===== src/rtl/core/prlbp_pkg.sv =====
`default_nettype none

package prlbp_pkg;

    // Frame decoding limits
    localparam int MAX_RUN_BITS  = 8;
    localparam int RESYNC_WORDS  = 4;
    localparam int DURATION_BITS = 15;

    // Field and internal widths
    localparam int BYTE_W  = 8;
    localparam int CUR_W   = 3;
    localparam int KIND_W  = 2;
    localparam int VALID_W = 4;
    localparam int CFG_W   = 15;
    localparam int RUN_W   = $clog2(MAX_RUN_BITS + 1);
    localparam int WIDX_W  = $clog2(RESYNC_WORDS + 1);
    localparam int HI_W    = CFG_W + 1;
    localparam int PROD_W  = HI_W + RUN_W;
    localparam int SUM_W   = RUN_W + 1;
    localparam int COMB_W  = BYTE_W + MAX_RUN_BITS;

    // Queue depths
    localparam int CLS_DEPTH = 2;
    localparam int RES_DEPTH = 2;
    localparam int CLS_PTR_W = $clog2(CLS_DEPTH);
    localparam int RES_PTR_W = $clog2(RES_DEPTH);
    localparam int CLS_CNT_W = $clog2(CLS_DEPTH + 1);
    localparam int RES_CNT_W = $clog2(RES_DEPTH + 1);

    // Configuration port
    localparam int APB_DATA_W  = 32;
    localparam int APB_ADDR_W  = 3;
    localparam int REG_IDX_BIT = 2;
    localparam logic REG_BIT_TIME  = 1'b0;
    localparam logic REG_TOLERANCE = 1'b1;

    localparam logic [CFG_W-1:0] BIT_TIME_RESET  = CFG_W'(256);
    localparam logic [CFG_W-1:0] TOLERANCE_RESET = CFG_W'(64);
    localparam logic [CFG_W-1:0] LO_RESET = BIT_TIME_RESET - TOLERANCE_RESET;
    localparam logic [HI_W-1:0]  HI_RESET = HI_W'(BIT_TIME_RESET) + HI_W'(TOLERANCE_RESET);

    // Result kinds
    localparam logic [KIND_W-1:0] KIND_DATA    = 2'd0;
    localparam logic [KIND_W-1:0] KIND_PARTIAL = 2'd1;
    localparam logic [KIND_W-1:0] KIND_ERROR   = 2'd2;

    typedef struct packed {
        logic                     first_word;
        logic                     level_a;
        logic [DURATION_BITS-1:0] duration_a;
        logic                     level_b;
        logic [DURATION_BITS-1:0] duration_b;
    } t_in_item;

    typedef struct packed {
        logic [BYTE_W-1:0]  data_byte;
        logic [KIND_W-1:0]  kind;
        logic [VALID_W-1:0] valid_bits;
        logic               last;
    } t_out_item;

    // Classified word: run lengths already matched, zero means no match
    typedef struct packed {
        logic             first_word;
        logic             level_a;
        logic [RUN_W-1:0] run_a;
        logic             level_b;
        logic [RUN_W-1:0] run_b;
        logic             end_b;
    } t_cls_item;

    typedef enum logic {
        ST_RUN_A,
        ST_RUN_B
    } t_back_state;

endpackage

`default_nettype wire


===== src/rtl/core/prlbp_cfg.sv =====
`default_nettype none

module prlbp_cfg (
    input  wire logic                                   i_clk,
    input  wire logic                                   i_rst_n,
    input  wire logic                                   psel,
    input  wire logic                                   penable,
    input  wire logic                                   pwrite,
    input  wire logic [prlbp_pkg::APB_ADDR_W-1:0]       paddr,
    input  wire logic [prlbp_pkg::APB_DATA_W-1:0]       pwdata,
    output logic      [prlbp_pkg::APB_DATA_W-1:0]       prdata,
    output logic                                        pready,
    output logic      [prlbp_pkg::CFG_W-1:0]            o_lo,
    output logic      [prlbp_pkg::HI_W-1:0]             o_hi
);

    logic [prlbp_pkg::CFG_W-1:0] r_bit_time, n_bit_time;
    logic [prlbp_pkg::CFG_W-1:0] r_tol, n_tol;
    logic [prlbp_pkg::CFG_W-1:0] r_lo, n_lo;
    logic [prlbp_pkg::HI_W-1:0]  r_hi, n_hi;
    logic                        w_wr;
    logic                        w_idx;

    assign pready = 1'b1;
    assign w_wr   = psel && penable && pwrite;
    assign w_idx  = paddr[prlbp_pkg::REG_IDX_BIT];

    // Decode the write and precompute the window bounds
    always_comb begin
        n_bit_time = r_bit_time;
        n_tol      = r_tol;
        if (w_wr) begin
            unique case (w_idx)
                prlbp_pkg::REG_BIT_TIME:  n_bit_time = pwdata[prlbp_pkg::CFG_W-1:0];
                prlbp_pkg::REG_TOLERANCE: n_tol      = pwdata[prlbp_pkg::CFG_W-1:0];
                default: ;
            endcase
        end
        n_lo = (n_bit_time > n_tol) ? (n_bit_time - n_tol) : '0;
        n_hi = prlbp_pkg::HI_W'(n_bit_time) + prlbp_pkg::HI_W'(n_tol);
    end

    always_ff @(posedge i_clk) begin
        if (!i_rst_n) begin
            r_bit_time <= prlbp_pkg::BIT_TIME_RESET;
            r_tol      <= prlbp_pkg::TOLERANCE_RESET;
            r_lo       <= prlbp_pkg::LO_RESET;
            r_hi       <= prlbp_pkg::HI_RESET;
        end else begin
            r_bit_time <= n_bit_time;
            r_tol      <= n_tol;
            r_lo       <= n_lo;
            r_hi       <= n_hi;
        end
    end

    // Read back the stored register
    always_comb begin
        unique case (w_idx)
            prlbp_pkg::REG_BIT_TIME:  prdata = prlbp_pkg::APB_DATA_W'(r_bit_time);
            prlbp_pkg::REG_TOLERANCE: prdata = prlbp_pkg::APB_DATA_W'(r_tol);
            default:                  prdata = '0;
        endcase
    end

    assign o_lo = r_lo;
    assign o_hi = r_hi;

endmodule

`default_nettype wire


===== src/rtl/core/prlbp_front.sv =====
`default_nettype none

module prlbp_front (
    input  wire logic                            i_clk,
    input  wire logic                            i_rst_n,
    input  wire logic                            i_push,
    input  wire prlbp_pkg::t_in_item             i_item,
    output logic                                 o_full,
    input  wire logic [prlbp_pkg::CFG_W-1:0]     i_lo,
    input  wire logic [prlbp_pkg::HI_W-1:0]      i_hi,
    output logic                                 o_cls_valid,
    output prlbp_pkg::t_cls_item                 o_cls,
    input  wire logic                            i_cls_pop
);

    // Smallest run length k whose window lo*k < d < hi*k holds, zero if none
    function automatic logic [prlbp_pkg::RUN_W-1:0] run_length(
        input logic [prlbp_pkg::DURATION_BITS-1:0] d,
        input logic [prlbp_pkg::CFG_W-1:0]         lo,
        input logic [prlbp_pkg::HI_W-1:0]          hi
    );
        logic [prlbp_pkg::PROD_W-1:0] d_x;
        logic [prlbp_pkg::PROD_W-1:0] lo_k;
        logic [prlbp_pkg::PROD_W-1:0] hi_k;
        logic [prlbp_pkg::RUN_W-1:0]  k_sel;
        begin
            k_sel = '0;
            d_x   = prlbp_pkg::PROD_W'(d);
            for (int k = prlbp_pkg::MAX_RUN_BITS; k >= 1; k--) begin
                lo_k = prlbp_pkg::PROD_W'(lo) * prlbp_pkg::PROD_W'(k);
                hi_k = prlbp_pkg::PROD_W'(hi) * prlbp_pkg::PROD_W'(k);
                if (d_x < hi_k && d_x > lo_k) begin
                    k_sel = prlbp_pkg::RUN_W'(k);
                end
            end
            return k_sel;
        end
    endfunction

    prlbp_pkg::t_cls_item                r_mem [prlbp_pkg::CLS_DEPTH];
    logic [prlbp_pkg::CLS_PTR_W-1:0]     r_wptr, n_wptr;
    logic [prlbp_pkg::CLS_PTR_W-1:0]     r_rptr, n_rptr;
    logic [prlbp_pkg::CLS_CNT_W-1:0]     r_count, n_count;
    prlbp_pkg::t_cls_item                w_cls;
    logic                                w_wr;
    logic                                w_rd;

    // Classify the incoming word
    always_comb begin
        w_cls.first_word = i_item.first_word;
        w_cls.level_a    = i_item.level_a;
        w_cls.run_a      = run_length(i_item.duration_a, i_lo, i_hi);
        w_cls.level_b    = i_item.level_b;
        w_cls.run_b      = run_length(i_item.duration_b, i_lo, i_hi);
        w_cls.end_b      = (i_item.duration_b == '0);
    end

    assign o_full      = (r_count == prlbp_pkg::CLS_CNT_W'(prlbp_pkg::CLS_DEPTH));
    assign o_cls_valid = (r_count != '0);
    assign o_cls       = r_mem[r_rptr];
    assign w_wr        = i_push && !o_full;
    assign w_rd        = i_cls_pop && o_cls_valid;

    // Advance the queue pointers
    always_comb begin
        n_wptr  = r_wptr;
        n_rptr  = r_rptr;
        n_count = r_count;
        if (w_wr) begin
            n_wptr = (r_wptr == prlbp_pkg::CLS_PTR_W'(prlbp_pkg::CLS_DEPTH - 1)) ?
                     '0 : r_wptr + 1'b1;
        end
        if (w_rd) begin
            n_rptr = (r_rptr == prlbp_pkg::CLS_PTR_W'(prlbp_pkg::CLS_DEPTH - 1)) ?
                     '0 : r_rptr + 1'b1;
        end
        if (w_wr && !w_rd) begin
            n_count = r_count + 1'b1;
        end else if (w_rd && !w_wr) begin
            n_count = r_count - 1'b1;
        end
    end

    always_ff @(posedge i_clk) begin
        if (!i_rst_n) begin
            r_wptr  <= '0;
            r_rptr  <= '0;
            r_count <= '0;
        end else begin
            r_wptr  <= n_wptr;
            r_rptr  <= n_rptr;
            r_count <= n_count;
        end
    end

    // Hold the classified word until the back end takes it
    always_ff @(posedge i_clk) begin
        if (w_wr) begin
            r_mem[r_wptr] <= w_cls;
        end
    end

endmodule

`default_nettype wire


===== src/rtl/core/prlbp_back.sv =====
`default_nettype none

module prlbp_back (
    input  wire logic                  i_clk,
    input  wire logic                  i_rst_n,
    input  wire logic                  i_cls_valid,
    input  wire prlbp_pkg::t_cls_item  i_cls,
    output logic                       o_cls_pop,
    input  wire logic                  i_res_full,
    output logic                       o_res_push,
    output prlbp_pkg::t_out_item       o_res
);

    prlbp_pkg::t_back_state            r_state, n_state;
    logic [prlbp_pkg::BYTE_W-1:0]      r_acc, n_acc;
    logic [prlbp_pkg::CUR_W-1:0]       r_cur, n_cur;
    logic [prlbp_pkg::WIDX_W-1:0]      r_widx, n_widx;
    logic                              r_done, n_done;
    logic                              r_skip, n_skip;

    logic                              w_step;
    logic                              w_first;
    logic [prlbp_pkg::BYTE_W-1:0]      w_acc0;
    logic [prlbp_pkg::CUR_W-1:0]       w_cur0;
    logic [prlbp_pkg::WIDX_W-1:0]      w_widx0;
    logic                              w_done0;
    logic                              w_skip0;
    logic                              w_early;
    logic [prlbp_pkg::WIDX_W-1:0]      w_widx_inc;
    logic                              w_skip_word;

    logic                              w_sh_level;
    logic [prlbp_pkg::RUN_W-1:0]       w_sh_run;
    logic [prlbp_pkg::COMB_W-1:0]      w_sh_ones;
    logic [prlbp_pkg::COMB_W-1:0]      w_sh_comb;
    logic [prlbp_pkg::SUM_W-1:0]       w_sh_total;
    logic [prlbp_pkg::SUM_W-1:0]       w_sh_rem;
    logic                              w_sh_emit;
    logic [prlbp_pkg::BYTE_W-1:0]      w_sh_byte;
    logic [prlbp_pkg::BYTE_W-1:0]      w_sh_acc;
    logic [prlbp_pkg::CUR_W-1:0]       w_sh_cur;
    logic [prlbp_pkg::SUM_W-1:0]       w_b_total;
    logic                              w_b_emit;

    assign w_step = i_cls_valid && !i_res_full;

    // A first word restarts the frame before the word is decoded
    assign w_first  = (r_state == prlbp_pkg::ST_RUN_A) && i_cls.first_word;
    assign w_acc0   = w_first ? '0 : r_acc;
    assign w_cur0   = w_first ? '0 : r_cur;
    assign w_widx0  = w_first ? '0 : r_widx;
    assign w_done0  = w_first ? 1'b0 : r_done;
    assign w_skip0  = w_first ? 1'b0 : r_skip;

    assign w_early     = (w_widx0 < prlbp_pkg::WIDX_W'(prlbp_pkg::RESYNC_WORDS));
    assign w_widx_inc  = w_early ? (w_widx0 + 1'b1) : w_widx0;
    assign w_skip_word = w_skip0 && w_early;

    // Shared run shifter: append k copies of the level, split off a full byte
    assign w_sh_level = (r_state == prlbp_pkg::ST_RUN_A) ? i_cls.level_a : i_cls.level_b;
    assign w_sh_run   = (r_state == prlbp_pkg::ST_RUN_A) ? i_cls.run_a : i_cls.run_b;

    always_comb begin
        w_sh_ones  = w_sh_level ?
                     ((prlbp_pkg::COMB_W'(1) << w_sh_run) - prlbp_pkg::COMB_W'(1)) : '0;
        w_sh_comb  = (prlbp_pkg::COMB_W'(w_acc0) << w_sh_run) | w_sh_ones;
        w_sh_total = prlbp_pkg::SUM_W'(w_cur0) + prlbp_pkg::SUM_W'(w_sh_run);
        w_sh_emit  = (w_sh_total >= prlbp_pkg::SUM_W'(prlbp_pkg::BYTE_W));
        w_sh_rem   = w_sh_total - prlbp_pkg::SUM_W'(prlbp_pkg::BYTE_W);
        if (w_sh_emit) begin
            w_sh_byte = prlbp_pkg::BYTE_W'(w_sh_comb >> w_sh_rem);
            w_sh_acc  = prlbp_pkg::BYTE_W'(w_sh_comb &
                        ((prlbp_pkg::COMB_W'(1) << w_sh_rem) - prlbp_pkg::COMB_W'(1)));
            w_sh_cur  = w_sh_rem[prlbp_pkg::CUR_W-1:0];
        end else begin
            w_sh_byte = w_sh_comb[prlbp_pkg::BYTE_W-1:0];
            w_sh_acc  = w_sh_comb[prlbp_pkg::BYTE_W-1:0];
            w_sh_cur  = w_sh_total[prlbp_pkg::CUR_W-1:0];
        end
    end

    // Look ahead: does the second half of this word give a result too
    assign w_b_total = prlbp_pkg::SUM_W'(w_sh_cur) + prlbp_pkg::SUM_W'(i_cls.run_b);
    always_comb begin
        if (i_cls.run_b != '0) begin
            w_b_emit = (w_b_total >= prlbp_pkg::SUM_W'(prlbp_pkg::BYTE_W));
        end else if (i_cls.end_b) begin
            w_b_emit = 1'b1;
        end else begin
            w_b_emit = !w_early;
        end
    end

    // Next state
    always_comb begin
        n_state = r_state;
        unique case (r_state)
            prlbp_pkg::ST_RUN_A: begin
                if (w_step && !w_done0 && !w_skip_word && (i_cls.run_a != '0)) begin
                    n_state = prlbp_pkg::ST_RUN_B;
                end
            end
            prlbp_pkg::ST_RUN_B: begin
                if (w_step) begin
                    n_state = prlbp_pkg::ST_RUN_A;
                end
            end
            default: n_state = prlbp_pkg::ST_RUN_A;
        endcase
    end

    // Outputs and decoder state updates
    always_comb begin
        n_acc      = r_acc;
        n_cur      = r_cur;
        n_widx     = r_widx;
        n_done     = r_done;
        n_skip     = r_skip;
        o_cls_pop  = 1'b0;
        o_res_push = 1'b0;
        o_res      = '0;
        unique case (r_state)
            prlbp_pkg::ST_RUN_A: begin
                if (w_step) begin
                    n_acc  = w_acc0;
                    n_cur  = w_cur0;
                    n_widx = w_widx0;
                    n_done = w_done0;
                    n_skip = w_skip0;
                    if (w_done0) begin
                        o_cls_pop = 1'b1;
                    end else if (w_skip_word) begin
                        n_widx    = w_widx_inc;
                        o_cls_pop = 1'b1;
                    end else begin
                        n_skip = 1'b0;
                        if (i_cls.run_a == '0) begin
                            n_widx    = w_widx_inc;
                            o_cls_pop = 1'b1;
                            if (w_early) begin
                                n_acc  = '0;
                                n_cur  = '0;
                                n_skip = 1'b1;
                            end else begin
                                n_done     = 1'b1;
                                o_res_push = 1'b1;
                                o_res.kind = prlbp_pkg::KIND_ERROR;
                                o_res.last = 1'b1;
                            end
                        end else begin
                            n_acc = w_sh_acc;
                            n_cur = w_sh_cur;
                            if (w_sh_emit) begin
                                o_res_push       = 1'b1;
                                o_res.data_byte  = w_sh_byte;
                                o_res.kind       = prlbp_pkg::KIND_DATA;
                                o_res.valid_bits = prlbp_pkg::VALID_W'(prlbp_pkg::BYTE_W);
                                o_res.last       = !w_b_emit;
                            end
                        end
                    end
                end
            end
            prlbp_pkg::ST_RUN_B: begin
                if (w_step) begin
                    o_cls_pop = 1'b1;
                    n_widx    = w_widx_inc;
                    if (i_cls.run_b != '0) begin
                        n_acc = w_sh_acc;
                        n_cur = w_sh_cur;
                        if (w_sh_emit) begin
                            o_res_push       = 1'b1;
                            o_res.data_byte  = w_sh_byte;
                            o_res.kind       = prlbp_pkg::KIND_DATA;
                            o_res.valid_bits = prlbp_pkg::VALID_W'(prlbp_pkg::BYTE_W);
                            o_res.last       = 1'b1;
                        end
                    end else if (i_cls.end_b) begin
                        n_acc            = {r_acc[prlbp_pkg::BYTE_W-2:0], i_cls.level_b};
                        n_done           = 1'b1;
                        o_res_push       = 1'b1;
                        o_res.data_byte  = {r_acc[prlbp_pkg::BYTE_W-2:0], i_cls.level_b};
                        o_res.kind       = prlbp_pkg::KIND_PARTIAL;
                        o_res.valid_bits = prlbp_pkg::VALID_W'(r_cur) + 1'b1;
                        o_res.last       = 1'b1;
                    end else if (w_early) begin
                        n_acc  = '0;
                        n_cur  = '0;
                        n_skip = 1'b1;
                    end else begin
                        n_done     = 1'b1;
                        o_res_push = 1'b1;
                        o_res.kind = prlbp_pkg::KIND_ERROR;
                        o_res.last = 1'b1;
                    end
                end
            end
            default: ;
        endcase
    end

    always_ff @(posedge i_clk) begin
        if (!i_rst_n) begin
            r_state <= prlbp_pkg::ST_RUN_A;
            r_acc   <= '0;
            r_cur   <= '0;
            r_widx  <= '0;
            r_done  <= 1'b1;
            r_skip  <= 1'b0;
        end else begin
            r_state <= n_state;
            r_acc   <= n_acc;
            r_cur   <= n_cur;
            r_widx  <= n_widx;
            r_done  <= n_done;
            r_skip  <= n_skip;
        end
    end

`ifndef SYNTHESIS
    a_no_push_when_full: assert property (@(posedge i_clk) disable iff (!i_rst_n)
        o_res_push |-> !i_res_full)
        else $error("result pushed into a full queue");

    a_second_half_has_word: assert property (@(posedge i_clk) disable iff (!i_rst_n)
        (r_state == prlbp_pkg::ST_RUN_B) |-> i_cls_valid)
        else $error("second half decoded without a held word");

    a_error_stops_frame: assert property (@(posedge i_clk) disable iff (!i_rst_n)
        (o_res_push && (o_res.kind == prlbp_pkg::KIND_ERROR)) |=> r_done)
        else $error("frame not stopped after a decode error");
`endif

endmodule

`default_nettype wire


===== src/rtl/core/prlbp_outq.sv =====
`default_nettype none

module prlbp_outq (
    input  wire logic                  i_clk,
    input  wire logic                  i_rst_n,
    input  wire logic                  i_push,
    input  wire prlbp_pkg::t_out_item  i_res,
    output logic                       o_full,
    output logic                       o_empty,
    input  wire logic                  i_pop,
    output prlbp_pkg::t_out_item       o_res
);

    prlbp_pkg::t_out_item              r_mem [prlbp_pkg::RES_DEPTH];
    logic [prlbp_pkg::RES_PTR_W-1:0]   r_wptr, n_wptr;
    logic [prlbp_pkg::RES_PTR_W-1:0]   r_rptr, n_rptr;
    logic [prlbp_pkg::RES_CNT_W-1:0]   r_count, n_count;
    logic                              w_wr;
    logic                              w_rd;

    assign o_full  = (r_count == prlbp_pkg::RES_CNT_W'(prlbp_pkg::RES_DEPTH));
    assign o_empty = (r_count == '0);
    assign o_res   = r_mem[r_rptr];
    assign w_wr    = i_push && !o_full;
    assign w_rd    = i_pop && !o_empty;

    // Advance the queue pointers
    always_comb begin
        n_wptr  = r_wptr;
        n_rptr  = r_rptr;
        n_count = r_count;
        if (w_wr) begin
            n_wptr = (r_wptr == prlbp_pkg::RES_PTR_W'(prlbp_pkg::RES_DEPTH - 1)) ?
                     '0 : r_wptr + 1'b1;
        end
        if (w_rd) begin
            n_rptr = (r_rptr == prlbp_pkg::RES_PTR_W'(prlbp_pkg::RES_DEPTH - 1)) ?
                     '0 : r_rptr + 1'b1;
        end
        if (w_wr && !w_rd) begin
            n_count = r_count + 1'b1;
        end else if (w_rd && !w_wr) begin
            n_count = r_count - 1'b1;
        end
    end

    always_ff @(posedge i_clk) begin
        if (!i_rst_n) begin
            r_wptr  <= '0;
            r_rptr  <= '0;
            r_count <= '0;
        end else begin
            r_wptr  <= n_wptr;
            r_rptr  <= n_rptr;
            r_count <= n_count;
        end
    end

    // Hold each result until the consumer takes the transaction
    always_ff @(posedge i_clk) begin
        if (w_wr) begin
            r_mem[r_wptr] <= i_res;
        end
    end

`ifndef SYNTHESIS
    a_count_bounded: assert property (@(posedge i_clk) disable iff (!i_rst_n)
        (r_count <= prlbp_pkg::RES_CNT_W'(prlbp_pkg::RES_DEPTH)) &&
        ((r_count == '0) || (r_wptr != r_rptr) || o_full))
        else $error("result queue count out of step with its pointers");
`endif

endmodule

`default_nettype wire


===== src/rtl/core/pulse_run_length_bit_packer.sv =====
// Throughput: a word's second half is decoded in the sequencer state after its first half, and
// the word is popped only then; a word dropped or failed in its first half goes one per cycle
// while the result queue has room. The back-end sequencer decodes one half and writes at most
// one result a cycle.
// Reset: synchronous, active low; clears both queues and the decoder state (idle until a
// first word) and restores bit time 256 and tolerance 64. No clearing pass.
`default_nettype none

module pulse_run_length_bit_packer (
    input  wire logic                               i_clk,
    input  wire logic                               i_rst_n,
    input  wire logic                               push,
    output logic                                    full,
    input  wire prlbp_pkg::t_in_item                i_data,
    output logic                                    empty,
    input  wire logic                               pop,
    output prlbp_pkg::t_out_item                    o_data,
    input  wire logic                               psel,
    input  wire logic                               penable,
    input  wire logic                               pwrite,
    input  wire logic [prlbp_pkg::APB_ADDR_W-1:0]   paddr,
    input  wire logic [prlbp_pkg::APB_DATA_W-1:0]   pwdata,
    output logic      [prlbp_pkg::APB_DATA_W-1:0]   prdata,
    output logic                                    pready
);

    logic [prlbp_pkg::CFG_W-1:0] w_lo;
    logic [prlbp_pkg::HI_W-1:0]  w_hi;
    logic                        w_cls_valid;
    prlbp_pkg::t_cls_item        w_cls;
    logic                        w_cls_pop;
    logic                        w_res_full;
    logic                        w_res_push;
    prlbp_pkg::t_out_item        w_res;

    // Configuration registers and match window bounds
    prlbp_cfg u_cfg (
        .i_clk   (i_clk),
        .i_rst_n (i_rst_n),
        .psel    (psel),
        .penable (penable),
        .pwrite  (pwrite),
        .paddr   (paddr),
        .pwdata  (pwdata),
        .prdata  (prdata),
        .pready  (pready),
        .o_lo    (w_lo),
        .o_hi    (w_hi)
    );

    // Accept and classify pulse words
    prlbp_front u_front (
        .i_clk       (i_clk),
        .i_rst_n     (i_rst_n),
        .i_push      (push),
        .i_item      (i_data),
        .o_full      (full),
        .i_lo        (w_lo),
        .i_hi        (w_hi),
        .o_cls_valid (w_cls_valid),
        .o_cls       (w_cls),
        .i_cls_pop   (w_cls_pop)
    );

    // Pack runs into bytes
    prlbp_back u_back (
        .i_clk       (i_clk),
        .i_rst_n     (i_rst_n),
        .i_cls_valid (w_cls_valid),
        .i_cls       (w_cls),
        .o_cls_pop   (w_cls_pop),
        .i_res_full  (w_res_full),
        .o_res_push  (w_res_push),
        .o_res       (w_res)
    );

    // Queue results for the consumer
    prlbp_outq u_outq (
        .i_clk   (i_clk),
        .i_rst_n (i_rst_n),
        .i_push  (w_res_push),
        .i_res   (w_res),
        .o_full  (w_res_full),
        .o_empty (empty),
        .i_pop   (pop),
        .o_res   (o_data)
    );

endmodule

`default_nettype wire


===== config.mk =====
export PLATFORM = sky130hd
export DESIGN_NAME = pulse_run_length_bit_packer
export DESIGN_NICKNAME = d
export VERILOG_FILES = /design/src/rtl/core/prlbp_pkg.sv /design/src/rtl/core/prlbp_cfg.sv /design/src/rtl/core/prlbp_front.sv /design/src/rtl/core/prlbp_back.sv /design/src/rtl/core/prlbp_outq.sv /design/src/rtl/core/pulse_run_length_bit_packer.sv
export SDC_FILE = /design/constraint.sdc
export NUM_CORES = 1
export LEC_CHECK = 0
export ABC_CLOCK_PERIOD_IN_PS = 5550
export BUFFER_PORTS_ARGS = -buffer_cell sky130_fd_sc_hd__buf_2
export CAP_MARGIN = 20
export CORE_MARGIN = 5
export CORE_UTILIZATION = 58
export CTS_BUF_LIST = sky130_fd_sc_hd__clkbuf_16
export DETAILED_ROUTE_END_ITERATION = 8
export GPL_ROUTABILITY_DRIVEN = 1
export PLACE_DENSITY_LB_ADDON = 0.12
export SLEW_MARGIN = 15
export SYNTH_ARGS = -nofsm -noshare
export SYNTH_HDL_FRONTEND = slang
export SYNTH_SLANG_ARGS = --single-unit

===== constraint.sdc =====
create_clock -name i_clk -period 5.55 [get_ports i_clk]
set_input_delay 0.555 -clock i_clk [delete_from_list [all_inputs] [get_ports i_clk]]
set_output_delay 0.555 -clock i_clk [all_outputs]
set_load 0.01 [all_outputs]

Yosys cells after proc, flatten, opt, wreduce, memory -nomap -nowiden

Memories as Yosys holds them, arrays and structs flattened. A register that Yosys moved wholly into a read port is not among the register bits.
Cells that the tools add are included.

Bits in writable memories: 54
Memories: 2
Bits in registers: 86
Input port bits: 75
Output and inout bits: 50
Word-level logic and storage cells: 287

Add/subtract/negate cells: 17
Multiplexer cells: 131
Bitwise operators: 4
$lt $le $gt $ge: 36
Shift-type cells: 4
Equality and inequality tests: 11
$mul: 8
Reduce and logical (&&, ||, !) cells: 57

Memories:

| memory        | words | width | rd ports | clocked after memory_dff | write ports | line              | source |
|---|---|---|---|---|---|---|---|
| u_outq.r_mem  | 2     | 15    | 1        | 1                        | 1           | prlbp_outq.sv:14  | `prlbp_pkg::t_out_item r_mem [prlbp_pkg::RES_DEPTH];` |
| u_front.r_mem | 2     | 12    | 1        | 1                        | 1           | prlbp_front.sv:40 | `prlbp_pkg::t_cls_item r_mem [prlbp_pkg::CLS_DEPTH];` |

Operator list:

| cell                                                                  | number |
|---|---|
| 15-bit two-way mux                                                    | 11 |
| 15-bit by 19-bit less-than comparator with 1-bit output               | 8 |
| 15-bit by 18-bit greater-than comparator with 1-bit output            | 8 |
| 8-bit two-way mux                                                     | 14 |
| 4-bit two-way mux                                                     | 19 |
| 15-bit by 18-bit less-than comparator with 1-bit output               | 4 |
| 15-bit by 17-bit greater-than comparator with 1-bit output            | 4 |
| 32-bit one-hot mux with 2 select lines                                | 1 |
| 3-bit two-way mux                                                     | 18 |
| 1-bit two-way mux                                                     | 51 |
| 15-bit greater-than comparator                                        | 3 |
| 16-bit by 3-bit multiplier with 19-bit output (second input constant) | 2 |
| 15-bit by 3-bit multiplier with 18-bit output (second input constant) | 2 |
| 16-bit by 2-bit multiplier with 18-bit output (second input constant) | 2 |
| 15-bit by 17-bit less-than comparator with 1-bit output               | 2 |
| 15-bit by 2-bit multiplier with 17-bit output (second input constant) | 2 |
| 15-bit by 16-bit greater-than comparator with 1-bit output            | 2 |
| 1-bit logical AND                                                     | 32 |
| 15-bit by 16-bit less-than comparator with 1-bit output               | 2 |
| 15-bit one-hot mux with 2 select lines                                | 1 |
| 15-bit by 15-bit adder with 16-bit output                             | 1 |
| 16-bit two-way mux                                                    | 1 |
| 16-bit OR                                                             | 1 |
| 8-bit one-hot mux with 2 select lines                                 | 1 |
| 37 further kinds                                                      | 76 |

Longest topological paths before layout

Word-level depth: 16
Mapped depth: 24
Depth with buffers taken out: 21

Modules after synthesis

From an unflattened synthesis, not the netlist that was laid out.

Cells, all modules: 2840
Area total of the unflattened synthesis: 24350.9 sq um

By module, submodules not included:

| module      | area an instance (sq um) | sequential area each (sq um) | instances | cells each |
|---|---|---|---|---|
| prlbp_front | 15788.9                  | 820.8                        | 1         | 1849 |
| prlbp_cfg   | 3726.1                   | 1221.2                       | 1         | 405 |
| prlbp_back  | 3519.6                   | 340.3                        | 1         | 514 |
| prlbp_outq  | 1316.3                   | 1001.0                       | 1         | 72 |

Least setup slack after synthesis

No wires, ideal clock.

Path kind: flip-flop to flip-flop
Start point: register u_back.r_state
End point: register u_back.r_acc[6] (netlist name)
Setup time: 0.070 ns
Buffers on the path: 5
Slack: 0.308 ns
Cell stages (with the launch flop): 24
Arrival time: 5.172 ns
Clock period less this slack: 5.242 ns
Data required time: 5.480 ns
Cell sequence: dfxtp_1 -> clkbuf_1 -> clkbuf_1 -> or2_2 -> clkbuf_1 -> clkbuf_1 -> and2_1 -> ha_1 -> a21oi_1 -> o21a_1 -> xnor2_2 -> inv_2 -> clkbuf_1 -> ha_1 -> inv_1 -> nor3_1 -> nand3_1 -> ha_1 -> or4_1 -> a21oi_1 -> o21ai_0 -> a21o_1 -> a211o_1 -> a21oi_1

Word-level cells in the longest chain between the ends: 14
Elaborated cells on any way between the ends: 35
Those cells by class: 4 x add/sub; 2 x order compare; 3 x eq/ne; 3 x shift; 17 x mux; 3 x bitwise; 3 x reduce/logical

Ends and longest elaborated chain:

| what                                        | line                                | source |
|---|---|---|
| start, declared                             | prlbp_back.sv:14                    | `prlbp_pkg::t_back_state r_state, n_state;` |
| start signal, assigned                      | prlbp_back.sv:204                   | `r_state <= prlbp_pkg::ST_RUN_A;` |
| start signal, assigned                      | prlbp_back.sv:211                   | `r_state <= n_state;` |
| 1-bit inverter                              | prlbp_back.sv:48, prlbp_back.sv:122 |  |
| 1-bit logical AND                           | prlbp_back.sv:48                    | `assign w_first = (r_state == prlbp_pkg::ST_RUN_A) && i_cls.first_word;` |
| 3-bit two-way mux                           | prlbp_back.sv:50                    | `assign w_cur0 = w_first ? '0 : r_cur;` |
| 3-bit by 4-bit adder with 5-bit output      | prlbp_back.sv:67                    | `w_sh_total = prlbp_pkg::SUM_W'(w_cur0) + prlbp_pkg::SUM_W'(w_sh_run);` |
| 5-bit by 4-bit subtractor with 5-bit output | prlbp_back.sv:69                    | `w_sh_rem = w_sh_total - prlbp_pkg::SUM_W'(prlbp_pkg::BYTE_W);` |
| 1-bit by 5-bit left shift with 8-bit output | prlbp_back.sv:73                    | `((prlbp_pkg::COMB_W'(1) << w_sh_rem) - prlbp_pkg::COMB_W'(1)));` |
| 8-bit by 1-bit subtractor with 8-bit output | prlbp_back.sv:73                    |  |
| 8-bit AND                                   | prlbp_back.sv:72                    | `w_sh_acc = prlbp_pkg::BYTE_W'(w_sh_comb &` |
| 8-bit two-way mux                           | prlbp_back.sv:70                    | `if (w_sh_emit) begin` |
| 8-bit two-way mux                           | prlbp_back.sv:137                   | `if (i_cls.run_a == '0) begin` |
| 8-bit two-way mux                           | prlbp_back.sv:132                   | `end else if (w_skip_word) begin` |
| 8-bit two-way mux                           | prlbp_back.sv:130                   | `if (w_done0) begin` |
| 8-bit two-way mux                           | prlbp_back.sv:124                   | `if (w_step) begin` |
| 8-bit one-hot mux with 2 select lines       | prlbp_back.sv:122                   | `unique case (r_state)` |
| end signal, assigned                        | prlbp_back.sv:212                   | `r_acc <= n_acc;` |
| end, declared                               | prlbp_back.sv:15                    | `logic [prlbp_pkg::BYTE_W-1:0] r_acc, n_acc;` |

Parallel ways exist; a longest one is shown, timed or not. The select of a mux whose other input is x is not followed.
A chain may end at the register's enable or synchronous reset.

==> metrics <==
Max FO, Critical Path 5; number of global-route vias before repair 22,300; Synth Warn # 0; row count 74; worst-skew pair later-pin latency 0.42 ns; Hold Crit Class in -> reg; Slowest cell on crit path a2111oi_0; WL final 78,000 um; fin area 25,600 um^2; IR drop worst, VDD between 0.4 and 0.5 mV; share of layout cells above drive strength 1 8.76%; Avg Inst Size Synth 8.53 um^2; clock root buffer clkbuf_16; P per Cell Area approximately 350 nW/um^2; CP endpoint kind register; post-synth top area share 30.3%; Seq/Total Area, Yosys between 10 and 15%; number of DRC markers in iteration 0 1,678; critical path class reg -> reg; Die ar. around 45,000 um^2; via count 22,900; FMAX 0.190 GHz; critical path's largest stage delay 0.57 ns; Post-CTS Hold Buffers 0; Worst-path clk slew around 0.06 ns; Remaining DRCs 0; worst slew pin tran slightly below 1 ns; Antenna Violating Nets Remaining 0; Post-Synthesis Cells 2,800; cell mode on critical path a211oi_1; Slew Limit Fails 0; placed inst area 25,000 um^2; cts repair resizes 0; first-pass GRT wire length 121,000 um; gpl congestion 0.948; P_leak 0.0119 uW; commonest non-fill, non-tap cells in the layout 579 x ha_1, 214 x nor2_1, 199 x a21oi_1, 163 x o21ai_0, 156 x nand2_1; synth top area cells ha_1 30%, dfxtp_1 7.4%, edfxtp_1 6.8%; post-synth top area cell ha_1; CP arrival 5.46 ns; die height 213 um; Yosys reg bits about 140; Setup TNS 0 ns; IO buf count 87; number of synthesized flops with an enable pin 54; most common cell after layout, fill and taps aside ha_1; status complete, no violations; DP HPWL 58,400 um; clock skew 0.00916 ns; main flop type after synthesis dfxtp_1; synthesized cell area approximately 24,000 um^2; IO Count 125; initial core utilization 58.5%; final hold vios 0; clock sinks 142; post-synthesis async set-or-reset flop share 0%; max_cap viols 0; CTS buffer count 17; largest net degree at the start of global routing between 40 and 50; final critical-path share of the clock period between 90% and 100%; area grow syn2layout 7.32%; nets@finish ~3,600; first-pass iteration count of the detailed router 6; H-tree levels 4; Core ar. 40,800 um^2; Post-CTS Setup Repair Bufs 0; Setup crit start kind register; final setup vio count 0; minimum clock period 5.26 ns; Avg Vias per Cell 6.66; unrepaired setup endpoints after global routing no; worst-path cell chain buf_4, ha_1, a211oi_1, o21ai_0, a2111oi_0, nor2_1, nor2_1, o21bai_1, a21oi_1, xor2_1, ha_1, and4_1, nand4_1, o32a_1, o21ai_0, a211oi_1, nor3_1, a211oi_1; Synth cell types 83; initial antenna violation count 3; GRT Residual Overflow 0; WL per Instance 22.7 um; GRT Total Usage between 30% and 40%; CTS tree built; Slew HR 34.0%; die width 213 um; Clock Tree Buf Depth 2; Worst EP required 5.76 ns
==> per-layer routing <==
layer	vias up	wire length, um	track usage (%)
li1	10700	-	-
met1	10900	32700	44.0
met2	921	35600	55.0
met3	260	5600	4.85
met4	4	4030	14.1
met5	-	27	0
==> synth_stat cells (23+ instances only) <==
cell type,instances
and3_1,23
xnor2_1,37
o21ai_0,163
nand3_1,64
o21bai_1,23
a211o_1,25
a211oi_1,42
edfxtp_1,54
o211ai_1,24
ha_1,579
a21o_1,106
nor2_1,214
nor2b_1,58
xor2_1,52
mux2i_1,46
clkbuf_1,55
mux2_2,56
o21a_1,63
nor3_1,46
and2_1,33
inv_1,131
dfxtp_1,88
nand4_1,55
nand2b_1,46
nand2_1,156
fa_1,39
a21oi_1,199
==> logic make-up after synthesis <==
| group | count (synthesis) | synth area share (%) |
|---|---|---|
| other cells | 2 | 0.0314 |
| xor+xnor | 90 | 3.33 |
| fa+ha+maj | 619 | 33.6 |
| simple gates | 774 | 16.1 |
| buf+inv | 220 | 3.83 |
| compound gates | 841 | 23.4 |
| mux | 112 | 5.51 |
| flops | 142 | 14.2 |
==> area by class of cell <==
cell class / count / area (um^2)
Multi-Input combinational cell: 2454 / 19700
Fill cell: 3503 / 15200
Sequential cell: 142 / 3390
Timing Repair Buffer: 136 / 803
Tap cell: 532 / 666
Inverter: 135 / 507
Clock buffer: 19 / 475
Clock inverter: 13 / 133
Antenna cell: 2 / 5.00
==> worst paths after layout <==
kind	depth (start not counted)	from	slack, ns	to
worst max-delay path	18	u_cfg.o_lo[1]	0.29	u_front.r_mem[1][6]
worst min-delay path	1	i_data[15]	0.34	u_front.r_mem[1][5]
worst max register to register	18	u_cfg.o_lo[1]	0.29	u_front.r_mem[1][6]
worst min register to register	2	u_back.r_skip	0.49	u_back.r_skip
==> power by group <==
part	internal [uW]	total (uW)	switching (uW)	leakage (uW)
clock	716	1180	465	0.000300
sequential	1310	1560	251	0.00122
combinational	2430	6280	3850	0.0104
==> stage by stage <==
step	hold WS [ns]	worst slack, ns	instances	power [uW]	utilization (%)
floorplan	0.441	0.308	2816	5970	-
global placement	0.455	0.377	3398	7480	61.2
detailed placement	0.474	0.333	3398	7660	61.2
CTS	0.328	0.296	3430	8880	62.7
global route	0.326	0.00866	3431	9700	62.8
finish	0.340	0.292	3433	9020	62.8
==> sequential cells by signal, indices dropped and copies added, names as in the netlist, 2 cells and up, named ones only <==
name              count
u_back.r_acc          8
u_cfg.r_bit_time     15
u_back.r_cur          3
u_outq.r_mem         30
u_front.r_mem        24
u_cfg.r_tol          15
u_outq.r_count        2
u_cfg.o_hi           16
u_cfg.o_lo           15
u_back.r_widx         3
u_front.r_count       2
==> critical path: cells and delay by family (launching register included) <==
kind,cells,cell delay [ns]
simple gates,5,0.76
buf+inv,1,0.18
xor+xnor,1,0.45
flops,1,0.41
fa+ha+maj,2,0.59
compound gates,9,2.67
Power figures use the tool's default switching activity.
